$ cat src/tol_pkg.sv
// shared types and constants of the time-ordered operator list
package tol_pkg;

    localparam int CAPACITY = 64;
    localparam int FLAVORS  = 2;
    localparam int IDX_W    = $clog2(CAPACITY);
    localparam int CNT_W    = $clog2(CAPACITY + 1);

    typedef logic [IDX_W-1:0] idx_t;
    typedef logic [CNT_W-1:0] cnt_t;

    localparam cnt_t CAP_CNT   = cnt_t'(CAPACITY);
    localparam cnt_t LAST_STEP = cnt_t'(CAPACITY - 1);
    localparam cnt_t ADD_LIMIT = cnt_t'(CAPACITY - 2);

    // operation codes
    localparam logic [1:0] OP_ADD    = 2'd0;
    localparam logic [1:0] OP_REMOVE = 2'd1;
    localparam logic [1:0] OP_SHIFT  = 2'd2;

    // error codes
    localparam logic [1:0] ERR_OK      = 2'd0;
    localparam logic [1:0] ERR_FULL    = 2'd1;
    localparam logic [1:0] ERR_MISSING = 2'd2;

    typedef struct packed {
        logic [1:0]  code;
        logic [31:0] tstamp;
    } entry_t;

    // per-cycle moves of the cell chain
    typedef struct packed {
        logic s_rot;
        logic t_rot;
        logic commit;
    } cell_ctrl_t;

    // decoded operation
    typedef struct packed {
        logic [1:0]  op;
        entry_t      hi;
        entry_t      lo;
        logic [1:0]  sh_code;
        logic [31:0] time_a;
        logic [31:0] time_b;
        logic        commit;
    } cmd_t;

    typedef struct packed {
        logic start;
        logic step;
    } scan_ctrl_t;

    // list edit found by the scan: two insertions, two deletions
    typedef struct packed {
        logic       ins_a_v;
        cnt_t       ins_a_pos;
        entry_t     ins_a;
        logic       ins_b_v;
        cnt_t       ins_b_pos;
        entry_t     ins_b;
        logic       del_a_v;
        idx_t       del_a_pos;
        logic       del_b_v;
        idx_t       del_b_pos;
        logic [1:0] err;
        cnt_t       m;
    } edit_t;

endpackage

$ cat src/tol_cell.sv
// one cell of the chain: a stored entry and a trial entry
module tol_cell (
    input  logic                clk,
    input  tol_pkg::cell_ctrl_t ctrl,
    input  tol_pkg::entry_t     s_in,
    input  tol_pkg::entry_t     t_in,
    output tol_pkg::entry_t     s_out,
    output tol_pkg::entry_t     t_out
);

    tol_pkg::entry_t s_reg;
    tol_pkg::entry_t s_next;
    tol_pkg::entry_t t_reg;
    tol_pkg::entry_t t_next;

    always_comb
    begin
        s_next = s_reg;
        t_next = t_reg;
        if (ctrl.commit)
        begin
            s_next = t_reg;
        end
        else if (ctrl.s_rot)
        begin
            s_next = s_in;
        end
        if (ctrl.t_rot)
        begin
            t_next = t_in;
        end
    end

    always_ff @(posedge clk)
    begin
        s_reg <= s_next;
        t_reg <= t_next;
    end

    assign s_out = s_reg;
    assign t_out = t_reg;

endmodule

$ cat config.mk
export PLATFORM = sky130hd
export DESIGN_NAME = tol_cell
export DESIGN_NICKNAME = d
export VERILOG_FILES = /design/src/tol_pkg.sv /design/src/tol_cell.sv
export SDC_FILE = /design/constraint.sdc
export NUM_CORES = 1
export LEC_CHECK = 0
export ABC_AREA = 1
export BUFFER_PORTS_ARGS = -buffer_cell sky130_fd_sc_hd__buf_2
export CORE_ASPECT_RATIO = 1.75
export CORE_UTILIZATION = 44
export DETAILED_ROUTE_END_ITERATION = 8
export PLACE_DENSITY = 0.79
export SKIP_CTS_REPAIR_TIMING = 1
export SLEW_MARGIN = 20
export SYNTH_ARGS = -nofsm -noshare
export SYNTH_HDL_FRONTEND = slang
export SYNTH_SLANG_ARGS = --single-unit
export TNS_END_PERCENT = 100
$ cat constraint.sdc
create_clock -name clk -period 1.6 [get_ports clk]
set_input_delay 0.16 -clock clk [delete_from_list [all_inputs] [get_ports clk]]
set_output_delay 0.16 -clock clk [all_outputs]
set_load 0.01 [all_outputs]
==> impl_results.md <==
- Status: completed
- Initial antenna violation count: 0
- Relative max-transition margin: between 40% and 50%
- Site Rows: 36
- Seq/Total Area, Yosys: about four fifths
- Die Width: 59.4 um
- CTS Buf Count: 9
- Worst r2r path cells: 2
- Global-route wire length before repair: 7.53 mm
- Total Neg Setup Slack: 0 ps
- Slew @ Worst Pin: roughly 790 ps
- Netlist cell types: 8
- Crit end category: output port
- # setup viols final: 0
- Final GP Congestion: 0.740
- Instance count on the critical path: 1
- Vias post-DR: roughly 2,000
- Clk Latency, worst-skew pair: approximately 330 ps
- Clock buffer depth: 2
- Worst Hold Class: primary input to flip-flop
- ANT nets after route: 0
- DRT Pass-1 Iters: 4
- Synth area leaders: edfxtp_1 (80%), nand2_1 (14%), nand2_2 (2.5%)
- Sequential fraction of design power: 57.5%
- Final Hold Vio Count: 0
- Worst-path fanout max: 2
- Leakage: 1.77 nW
- Mapped Nets: approximately 250
- Clock network power share: around 28%
- Io pins: 140
- Layout cells sized above 1: between 40% and 50%
- Worst Path Class, Setup: flip-flop to output port
- Mean Syn Cell Area: about 14 um2
- H-Tree Depth: 3
- Slowest-stage cell, CP: edfxtp_1
- Synth Instances: 179
- Worst IR Drop VDD: ~680 uV
- Max-cap violations: 0
- CTS clk-pin slew, worst paths: approximately 70 ps
- Die area: between 6000 and 7000 um2
- DR WL/cell: between 10 and 15 um
- Clk sinks: just under 70
- Die Ht: 102 um
- WP data arrival: ~910 ps
- Grt ovf: 0
- GR Util All Layers: approximately 18%
- Cells along the critical path: buf_2
- Drt total wl: 5.94 mm
- Synth Warn #: 0
- CP Launch Type: flip-flop
- WP buf/inv: 1
- Clock Skew: slightly below 6 ps
- Vias per cell: approximately 4.5
- Int Pwr: a little under 0.003 W
- DRT iter0 DRCs: 70
- Synthesized area: about 2500 um2
- CP top delay family: flip-flops
- Fmax: between 900 and 1000 MHz
- IO buf count: around 140
- N_diodes: 0
- Combinational power share: between 10% and 20%
- Cell type with the highest aggregate area in the netlist: edfxtp_1
- Worst path max stage delay: about 420 ps
- Nets: approximately 430
- Synth Register Bits: 68
- Post-DP HPWL: a little under 4 mm
- Vias in the first global route: 1,689
- Area grow syn2layout: 47.5%
- Final max-slew violation count: 0
- Largest net degree at the start of global routing: 36
- DRC viols: 0
- Initial core utilization: between 40% and 50%
- Unrepaired setup endpoints after global routing: false
- Root Buffer: clkbuf_8
- R2R Setup Slk: 780 ps
- Core Area: about 5600 um2
- Final Critical Period: 1070 ps
- Fin crit share: between 60% and 70%
- Sw Pwr: ~0.0009 W
- Net Sw Frac: roughly a quarter
- Hold Path Depth: 1
- CTS tree: built
- Final Util: 67.0%
- Power Density: slightly above 1000 nW/um2
- Data required, critical path: roughly 1400 ps
- Synth top area share: approximately four fifths
[synth_stat cells]
library cell	number
buf_4	3
buf_6	3
buf_8	1
edfxtp_1	68
inv_8	1
nand2_1	92
nand2_2	10
or2_2	1
[cell families after synthesis]
family                 synth area share, %
AND/OR/NAND/NOR                       16.3
flip-flops                            80.4
buffers and inverters                 3.25
[flip-flops by register name, summed over array words and instances, names as in the netlist]
signal	flops
s_out	34
t_out	34
[through the flow]
step | power, W | std cells | hold WS, ps | setup WS (ps) | area [um2]
after floorplan | 0.00244 | 179 | 259 | 446 | 2540
after global placement | 0.00270 | 389 | 336 | 354 | 3290
after detailed placement | 0.00272 | 389 | 338 | 331 | 3290
after CTS | 0.00381 | 404 | -19.5 | 500 | 3430
after global routing | 0.00399 | 435 | 0.255 | 479 | 3740
final | 0.00383 | 435 | 11.1 | 529 | 3740
[worst paths after layout]
path | from | endpoint
setup / recovery | t_out[31]$_DFFE_PP_ | t_out[31]
hold / removal | t_in[26] | t_out[26]$_DFFE_PP_
setup reg to reg | t_out[16]$_DFFE_PP_ | s_out[16]$_DFFE_PP_
hold reg to reg | t_out[30]$_DFFE_PP_ | s_out[30]$_DFFE_PP_
[routing by layer]
layer | track usage [%] | vias up | share of wire, %
met4 | 13.7 | 0 | 4.0
met3 | 4.81 | 22 | 6.2
li1 | - | 953 | -
met1 | 17.7 | 891 | 35
met5 | 0 | - | 0
met2 | 30.3 | 109 | 55
[layout by cell type (no fill, tap or decap)]
cell type and n:
buf_12 1, buf_2 139, buf_4 1, clkbuf_1 2, clkbuf_8 9, clkinv_1 2
clkinv_2 2, dlygate4sd3_1 31, edfxtp_1 68, inv_8 1, nand2_1 92, nand2_2 10
or2_2 1
[power groups by stage]
stage          combinational, W  clock, W  sequential, W
2_1_floorplan          0.000119         0        0.00233
6_report               0.000535   0.00109        0.00220
3_5_place_dp           0.000476         0        0.00224
4_1_cts                0.000477   0.00113        0.00220
5_1_grt                0.000585   0.00119        0.00222
3_3_place_gp           0.000466         0        0.00223
[final cells by class]
class | count | area [um2]
clock buffers | 11 | 131
clock inverters | 4 | 17.5
fillers | 455 | 1840
inverters | 1 | 11.3
multi-input cells | 103 | 414
flip-flops and latches | 68 | 2040
well taps | 76 | 95.1
repair buffers | 172 | 1030
(Power assumes the default switching activity.)
