File: src/tol_pkg.sv
// shared types and constants of the time-ordered operator list
package tol_pkg;

    localparam int CAPACITY = 64;
    localparam int FLAVORS  = 2;
    localparam int IDX_W    = $clog2(CAPACITY);
    localparam int CNT_W    = $clog2(CAPACITY + 1);

    typedef logic [IDX_W-1:0] idx_t;
    typedef logic [CNT_W-1:0] cnt_t;

    localparam cnt_t CAP_CNT   = cnt_t'(CAPACITY);
    localparam cnt_t LAST_STEP = cnt_t'(CAPACITY - 1);
    localparam cnt_t ADD_LIMIT = cnt_t'(CAPACITY - 2);

    // operation codes
    localparam logic [1:0] OP_ADD    = 2'd0;
    localparam logic [1:0] OP_REMOVE = 2'd1;
    localparam logic [1:0] OP_SHIFT  = 2'd2;

    // error codes
    localparam logic [1:0] ERR_OK      = 2'd0;
    localparam logic [1:0] ERR_FULL    = 2'd1;
    localparam logic [1:0] ERR_MISSING = 2'd2;

    typedef struct packed {
        logic [1:0]  code;
        logic [31:0] tstamp;
    } entry_t;

    // per-cycle moves of the cell chain
    typedef struct packed {
        logic s_rot;
        logic t_rot;
        logic commit;
    } cell_ctrl_t;

    // decoded operation
    typedef struct packed {
        logic [1:0]  op;
        entry_t      hi;
        entry_t      lo;
        logic [1:0]  sh_code;
        logic [31:0] time_a;
        logic [31:0] time_b;
        logic        commit;
    } cmd_t;

    typedef struct packed {
        logic start;
        logic step;
    } scan_ctrl_t;

    // list edit found by the scan: two insertions, two deletions
    typedef struct packed {
        logic       ins_a_v;
        cnt_t       ins_a_pos;
        entry_t     ins_a;
        logic       ins_b_v;
        cnt_t       ins_b_pos;
        entry_t     ins_b;
        logic       del_a_v;
        idx_t       del_a_pos;
        logic       del_b_v;
        idx_t       del_b_pos;
        logic [1:0] err;
        cnt_t       m;
    } edit_t;

endpackage

File: src/tol_scan.sv
// search pass trackers and the resulting list edit
module tol_scan (
    input  logic                clk,
    input  logic                rst_n,
    input  tol_pkg::scan_ctrl_t ctrl,
    input  tol_pkg::idx_t       index,
    input  tol_pkg::entry_t     head,
    input  tol_pkg::cmd_t       cmd,
    input  tol_pkg::cnt_t       count,
    output tol_pkg::edit_t      edit
);

    // add: insertion points
    tol_pkg::cnt_t p1_reg, p1_next;
    tol_pkg::cnt_t p2_reg, p2_next;
    tol_pkg::cnt_t le2_reg, le2_next;
    // remove: last matches
    tol_pkg::idx_t last2_reg, last2_next;
    logic          last2_v_reg, last2_v_next;
    tol_pkg::idx_t d1_reg, d1_next;
    tol_pkg::idx_t d2_reg, d2_next;
    logic          found_rm_reg, found_rm_next;
    // shift
    tol_pkg::idx_t k_reg, k_next;
    tol_pkg::idx_t q_reg, q_next;
    tol_pkg::idx_t p_reg, p_next;
    logic          found_k_reg, found_k_next;
    logic          adv_reg, adv_next;
    logic          found_p_reg, found_p_next;

    tol_pkg::cnt_t i1;
    tol_pkg::cnt_t le2_now;
    logic          gt;
    logic          match1;
    logic          match2;
    logic          match_sh;
    logic          fp_now;

    assign i1       = tol_pkg::cnt_t'(index) + tol_pkg::cnt_t'(1);
    assign gt       = cmd.time_b > cmd.time_a;
    assign match1   = (head.tstamp == cmd.hi.tstamp) && (head.code == cmd.hi.code);
    assign match2   = (head.tstamp == cmd.lo.tstamp) && (head.code == cmd.lo.code);
    assign match_sh = (head.tstamp == cmd.time_a) && (head.code == cmd.sh_code);
    assign le2_now  = (head.tstamp <= cmd.lo.tstamp) ? i1 : le2_reg;
    assign fp_now   = found_p_reg || (head.tstamp >= cmd.time_b);

    always_comb
    begin
        p1_next       = p1_reg;
        p2_next       = p2_reg;
        le2_next      = le2_reg;
        last2_next    = last2_reg;
        last2_v_next  = last2_v_reg;
        d1_next       = d1_reg;
        d2_next       = d2_reg;
        found_rm_next = found_rm_reg;
        k_next        = k_reg;
        q_next        = q_reg;
        p_next        = p_reg;
        found_k_next  = found_k_reg;
        adv_next      = adv_reg;
        found_p_next  = found_p_reg;
        if (ctrl.start)
        begin
            p1_next       = '0;
            p2_next       = '0;
            le2_next      = '0;
            last2_next    = '0;
            last2_v_next  = 1'b0;
            d1_next       = '0;
            d2_next       = '0;
            found_rm_next = 1'b0;
            k_next        = '0;
            q_next        = '0;
            p_next        = '0;
            found_k_next  = 1'b0;
            adv_next      = 1'b0;
            found_p_next  = 1'b0;
        end
        else if (ctrl.step)
        begin
            // add: last entry not above each new time
            le2_next = le2_now;
            if (head.tstamp <= cmd.hi.tstamp)
            begin
                p1_next = i1;
                p2_next = le2_now;
            end
            // remove: latest later-time match with an earlier-time match before it
            if (match1)
            begin
                found_rm_next = last2_v_reg;
                d1_next       = index;
                d2_next       = last2_reg;
            end
            if (match2)
            begin
                last2_next   = index;
                last2_v_next = 1'b1;
            end
            // shift
            if (gt)
            begin
                if (!found_k_reg)
                begin
                    if (match_sh)
                    begin
                        found_k_next = 1'b1;
                        k_next       = index;
                        q_next       = index;
                        adv_next     = 1'b1;
                    end
                end
                else if (adv_reg)
                begin
                    if (head.tstamp < cmd.time_b)
                    begin
                        q_next = index;
                    end
                    else
                    begin
                        adv_next = 1'b0;
                    end
                end
            end
            else
            begin
                found_p_next = fp_now;
                if (!found_p_reg && fp_now)
                begin
                    p_next = index;
                end
                if (fp_now && !found_k_reg && match_sh)
                begin
                    found_k_next = 1'b1;
                    k_next       = index;
                end
            end
        end
    end

    always_ff @(posedge clk or negedge rst_n)
    begin
        if (!rst_n)
        begin
            p1_reg       <= '0;
            p2_reg       <= '0;
            le2_reg      <= '0;
            last2_reg    <= '0;
            last2_v_reg  <= 1'b0;
            d1_reg       <= '0;
            d2_reg       <= '0;
            found_rm_reg <= 1'b0;
            k_reg        <= '0;
            q_reg        <= '0;
            p_reg        <= '0;
            found_k_reg  <= 1'b0;
            adv_reg      <= 1'b0;
            found_p_reg  <= 1'b0;
        end
        else
        begin
            p1_reg       <= p1_next;
            p2_reg       <= p2_next;
            le2_reg      <= le2_next;
            last2_reg    <= last2_next;
            last2_v_reg  <= last2_v_next;
            d1_reg       <= d1_next;
            d2_reg       <= d2_next;
            found_rm_reg <= found_rm_next;
            k_reg        <= k_next;
            q_reg        <= q_next;
            p_reg        <= p_next;
            found_k_reg  <= found_k_next;
            adv_reg      <= adv_next;
            found_p_reg  <= found_p_next;
        end
    end

    always_comb
    begin
        edit     = '0;
        edit.err = tol_pkg::ERR_OK;
        edit.m   = count;
        case (cmd.op)
            tol_pkg::OP_ADD:
            begin
                if (count > tol_pkg::ADD_LIMIT)
                begin
                    edit.err = tol_pkg::ERR_FULL;
                end
                else
                begin
                    edit.ins_a_v   = 1'b1;
                    edit.ins_a_pos = p2_reg;
                    edit.ins_a     = cmd.lo;
                    edit.ins_b_v   = 1'b1;
                    edit.ins_b_pos = p1_reg;
                    edit.ins_b     = cmd.hi;
                    edit.m         = count + tol_pkg::cnt_t'(2);
                end
            end
            tol_pkg::OP_REMOVE:
            begin
                if (!found_rm_reg)
                begin
                    edit.err = tol_pkg::ERR_MISSING;
                end
                else
                begin
                    edit.del_a_v   = 1'b1;
                    edit.del_a_pos = d2_reg;
                    edit.del_b_v   = 1'b1;
                    edit.del_b_pos = d1_reg;
                    edit.m         = count - tol_pkg::cnt_t'(2);
                end
            end
            tol_pkg::OP_SHIFT:
            begin
                if (!found_k_reg)
                begin
                    edit.err = tol_pkg::ERR_MISSING;
                end
                else
                begin
                    edit.del_a_v       = 1'b1;
                    edit.del_a_pos     = k_reg;
                    edit.ins_a_v       = 1'b1;
                    edit.ins_a.code    = cmd.sh_code;
                    edit.ins_a.tstamp  = cmd.time_b;
                    edit.ins_a_pos     = gt ? tol_pkg::cnt_t'(q_reg) + tol_pkg::cnt_t'(1)
                                            : tol_pkg::cnt_t'(p_reg);
                end
            end
            default:
            begin
            end
        endcase
    end

endmodule

File: config.mk
export PLATFORM = sky130hd
export DESIGN_NAME = tol_scan
export DESIGN_NICKNAME = d
export VERILOG_FILES = /design/src/tol_pkg.sv /design/src/tol_scan.sv
export SDC_FILE = /design/constraint.sdc
export NUM_CORES = 1
export LEC_CHECK = 0
export ABC_AREA = 1
export BUFFER_PORTS_ARGS = -buffer_cell sky130_fd_sc_hd__buf_2
export CAP_MARGIN = 20
export CELL_PAD_IN_SITES_DETAIL_PLACEMENT = 2
export CELL_PAD_IN_SITES_GLOBAL_PLACEMENT = 2
export CORE_MARGIN = 1
export CORE_UTILIZATION = 26
export CTS_CLUSTER_DIAMETER = 80
export DETAILED_ROUTE_END_ITERATION = 6
export GPL_TIMING_DRIVEN = 0
export HOLD_SLACK_MARGIN = 0.03
export PLACE_DENSITY = 0.9
export SYNTH_ARGS = -nofsm -noshare
export SYNTH_HDL_FRONTEND = slang
export SYNTH_SLANG_ARGS = --single-unit
File: constraint.sdc
create_clock -name clk -period 5.2 [get_ports clk]
set_clock_uncertainty 0.15 [all_clocks]
set_input_delay 1.56 -clock clk [delete_from_list [all_inputs] [get_ports clk]]
set_output_delay 1.56 -clock clk [all_outputs]
set_load 0.1 [all_outputs]
==> metrics.yaml <==
die:
  ioPinCount: 295
  dieArea_mm2: 0.0308
  row_count: 63
  fp.dieH_um: 176
  start_util_pct: 26.4
  core_area_mm2: 0.0296
  die_w_um: 176
cts:
  cts_hold_buf: 0
  cts_buffer_depth: 2
  cts-root-buf: "clkbuf_16"
  clock_sinks: 62
  htreeDepth: 3
  insertion_delay_ps: 350
  cts_tree: "built"
  cts_buffers: 9
  cts.reportedPaths.clkPinSlew_ps: 50
route:
  drtIter0Drc: 329
  viasPerCell: 5.12
  firstDrtPassIters: 4
  wl_um: 43400
  ant_nets: 0
  drcViolationCount: 0
  wl_per_cell_um: 22.9
  num_vias: 9710
setup_path:
  critPathMaxStageDelay_ps: 320
  critical_path_arrival_ps: 3610
  cp_data_required_time_ps: 3490
  crit_fanout: 5
  worstSetupPathType: "input port to output pin"
  crit_path_frequent_cell: "nand2_4"
  startpoint_type: "input port"
  endpoint_kind: "output pin"
  cp_slowest_cell: "ha_1"
  crit_chain: "buf_2 > inv_1 > ha_1 > nand4_1 > nor3_4 > buf_4 > nand4_4 > nand2_4 > inv_4 > buf_6 > nand2_4 > nand2_4 > o21ai_4 > buf_12"
sta:
  min_period_ps: 5320
  drv_slew: 0
  whs_ps: 327
  setup_ws_ps: -116
  min_period_over_period_pct: 102
  fmax_ghz: 0.188
  setup_viol: 7
  rsz0062_at_grt: "yes"
  relSlewSlack_pct: 44.0
  tightest_slew_ps: 840
  timing.setup.tns_ps: -607
  final_hold_viol_count: 0
logic_synthesis:
  synth_cell_type_count: 45
  synth.cell_area_mm2: 0.00784
  ys.flop_type: "dfrtp_1"
  seq_area_frac_synth_pct: 19.8
  synth_area_per_cell_um2: 6.62
  async_reset_ff_share_pct: 100
  yosysWarnings: 0
  synth_edf_count: 0
  ys_ff_latch: 62
  syn_inst: 1183
  synth_nets: 1507
global_route:
  antenna_found_initial: 6
  grt_first_pass_wirelength_um: 64700
  grt_pass1_vias: 11438
  grt_util_all_layers_pct: 27.3
  grt_overflow: 0
  grt_max_degree: 63
pwr:
  internal-power_uw: 1230
  p_sw_uw: 1050
  pwr_density_cell_mw_per_mm2: 197
  power_uw: 2280
  seqPwrFrac_pct: 24.3
  swShare_pct: 46.0
  p_clk_share_pct: 26.4
  p_leak_uw: 0.00634
  peakVddDrop_mv: 0.173
  comb_power_share_pct: 49.3
job:
  max-cap-violations: 0
finish:
  area_growth_pct: 47.7
  final_cell_mix: "nand2_1, inv_1, buf_2"
  fin_nets: 1821
  drive_above_1_share_pct: 32.1
  stdcell_area_mm2: 0.0116
  regArea_mm2: 0.00155
  layout_commonest_cell: "nand2_1"
  multiInputGateArea_mm2: 0.00606
  fillers: 3487
hold_path:
  min_path_type: "flop to flop"
place:
  place_area_mm2: 0.0102
  portBuffers: 292
  hpwl_um: 32300
  gp_congestion: 0.883
outcome:
  status: "finished, violations left"
  violations: "negative setup slack"
worst paths after layout:
kind,slack (ps),to,cells after the start,startpoint
max in group asynchronous,3180,le2_reg[5],1,rst_n
hold reg to reg,330,le2_reg[5],2,le2_reg[5]
setup / recovery,-120,edit[102],14,cmd[43]
min in group asynchronous,1160,k_reg[4],1,rst_n
hold / removal,330,le2_reg[5],2,le2_reg[5]
setup reg to reg,3350,q_reg[2],7,found_k_reg
area by class of cell:
class	count	share of cell area (%)
Multi-Input combinational cell	875	52.4
Clock inverter	4	0.411
Buffer	23	1.56
Clock buffer	12	2.04
Timing Repair Buffer	303	18.5
Inverter	223	7.38
Sequential cell	62	13.4
Antenna cell	5	0.108
Tap cell	390	4.22
per-layer routing:
metal	share of wire, %	vias to the layer above	GRT usage (%)
met1	40	4789	30.3
met2	52	318	51.0
met5	0	-	0
li1	-	4485	-
met3	4.1	118	4.13
met4	4.1	0	12.3
cells by family (layout without fill, tap and decap cells):
logic type	after synthesis	after routing	share of synthesized area, %
buffers and inverters	246	565	12.4
muxes	1	1	0.128
AOI/OAI and AO/OA	187	187	13.5
xor gates and xnor gates	32	32	3.58
other	0	5	0
DFF	62	62	19.8
and+or+nand+nor	519	519	28.9
adders and majority gates	136	136	21.7
through the flow:
stage	utilization, %	std cells	worst slack (ps)
after global routing	39.0	1897	-204
after CTS	38.2	1885	-107
after detailed placement	34.4	1865	-715
after global placement	34.4	1865	-616
final	39.0	1897	-116
after floorplan	-	1183	-525
worst max-delay path: cells and delay by family:
family                   cells  cell delay [ps]
buffers and inverters        6              700
adder cells (fa/ha/maj)      1              320
AO/OA/AOI/OAI                1              210
AND/OR/NAND/NOR              6              810
Yosys cell counts (2+ instances only):
cell        n  area share (%)
nor3_1      8            0.51
nand4_1    42             3.4
inv_2       4            0.19
buf_2       7            0.45
buf_6       2            0.29
xor2_1     10             1.1
o21ai_0    47             3.0
o22ai_1    37             3.0
xnor2_1    22             2.5
nor2_2      2            0.16
inv_1     219              10
o21a_1      4            0.38
o21ai_2     4            0.45
nand2_1   301              14
buf_4       2            0.19
o211ai_1    3            0.29
a21o_1      6            0.57
nand3_1    29             1.9
dfrtp_1    62              20
a21oi_1    74             4.7
nor2_1    109             5.2
o21ai_1     6            0.38
nand2_2     6            0.48
clkbuf_1   10            0.48
nand3b_1   11             1.1
clkbuf_8    2            0.35
ha_1      136              22
power by group through the flow:
stage	Sequential [uW]	Clock, uW	Combinational (uW)
after floorplan	546	0	658
after global placement	551	0	921
after detailed placement	555	0	979
after CTS	550	598	1070
after global routing	556	618	1200
final	555	601	1120
repair_timing:
item	in CTS	in global routing
gates cloned	1	0
gates resized for setup	235	43
setup buffers	3	7
pin swaps	21	15
endpoints found under the setup margin	95	84
No activity file was read; power rests on OpenSTA's default activity.
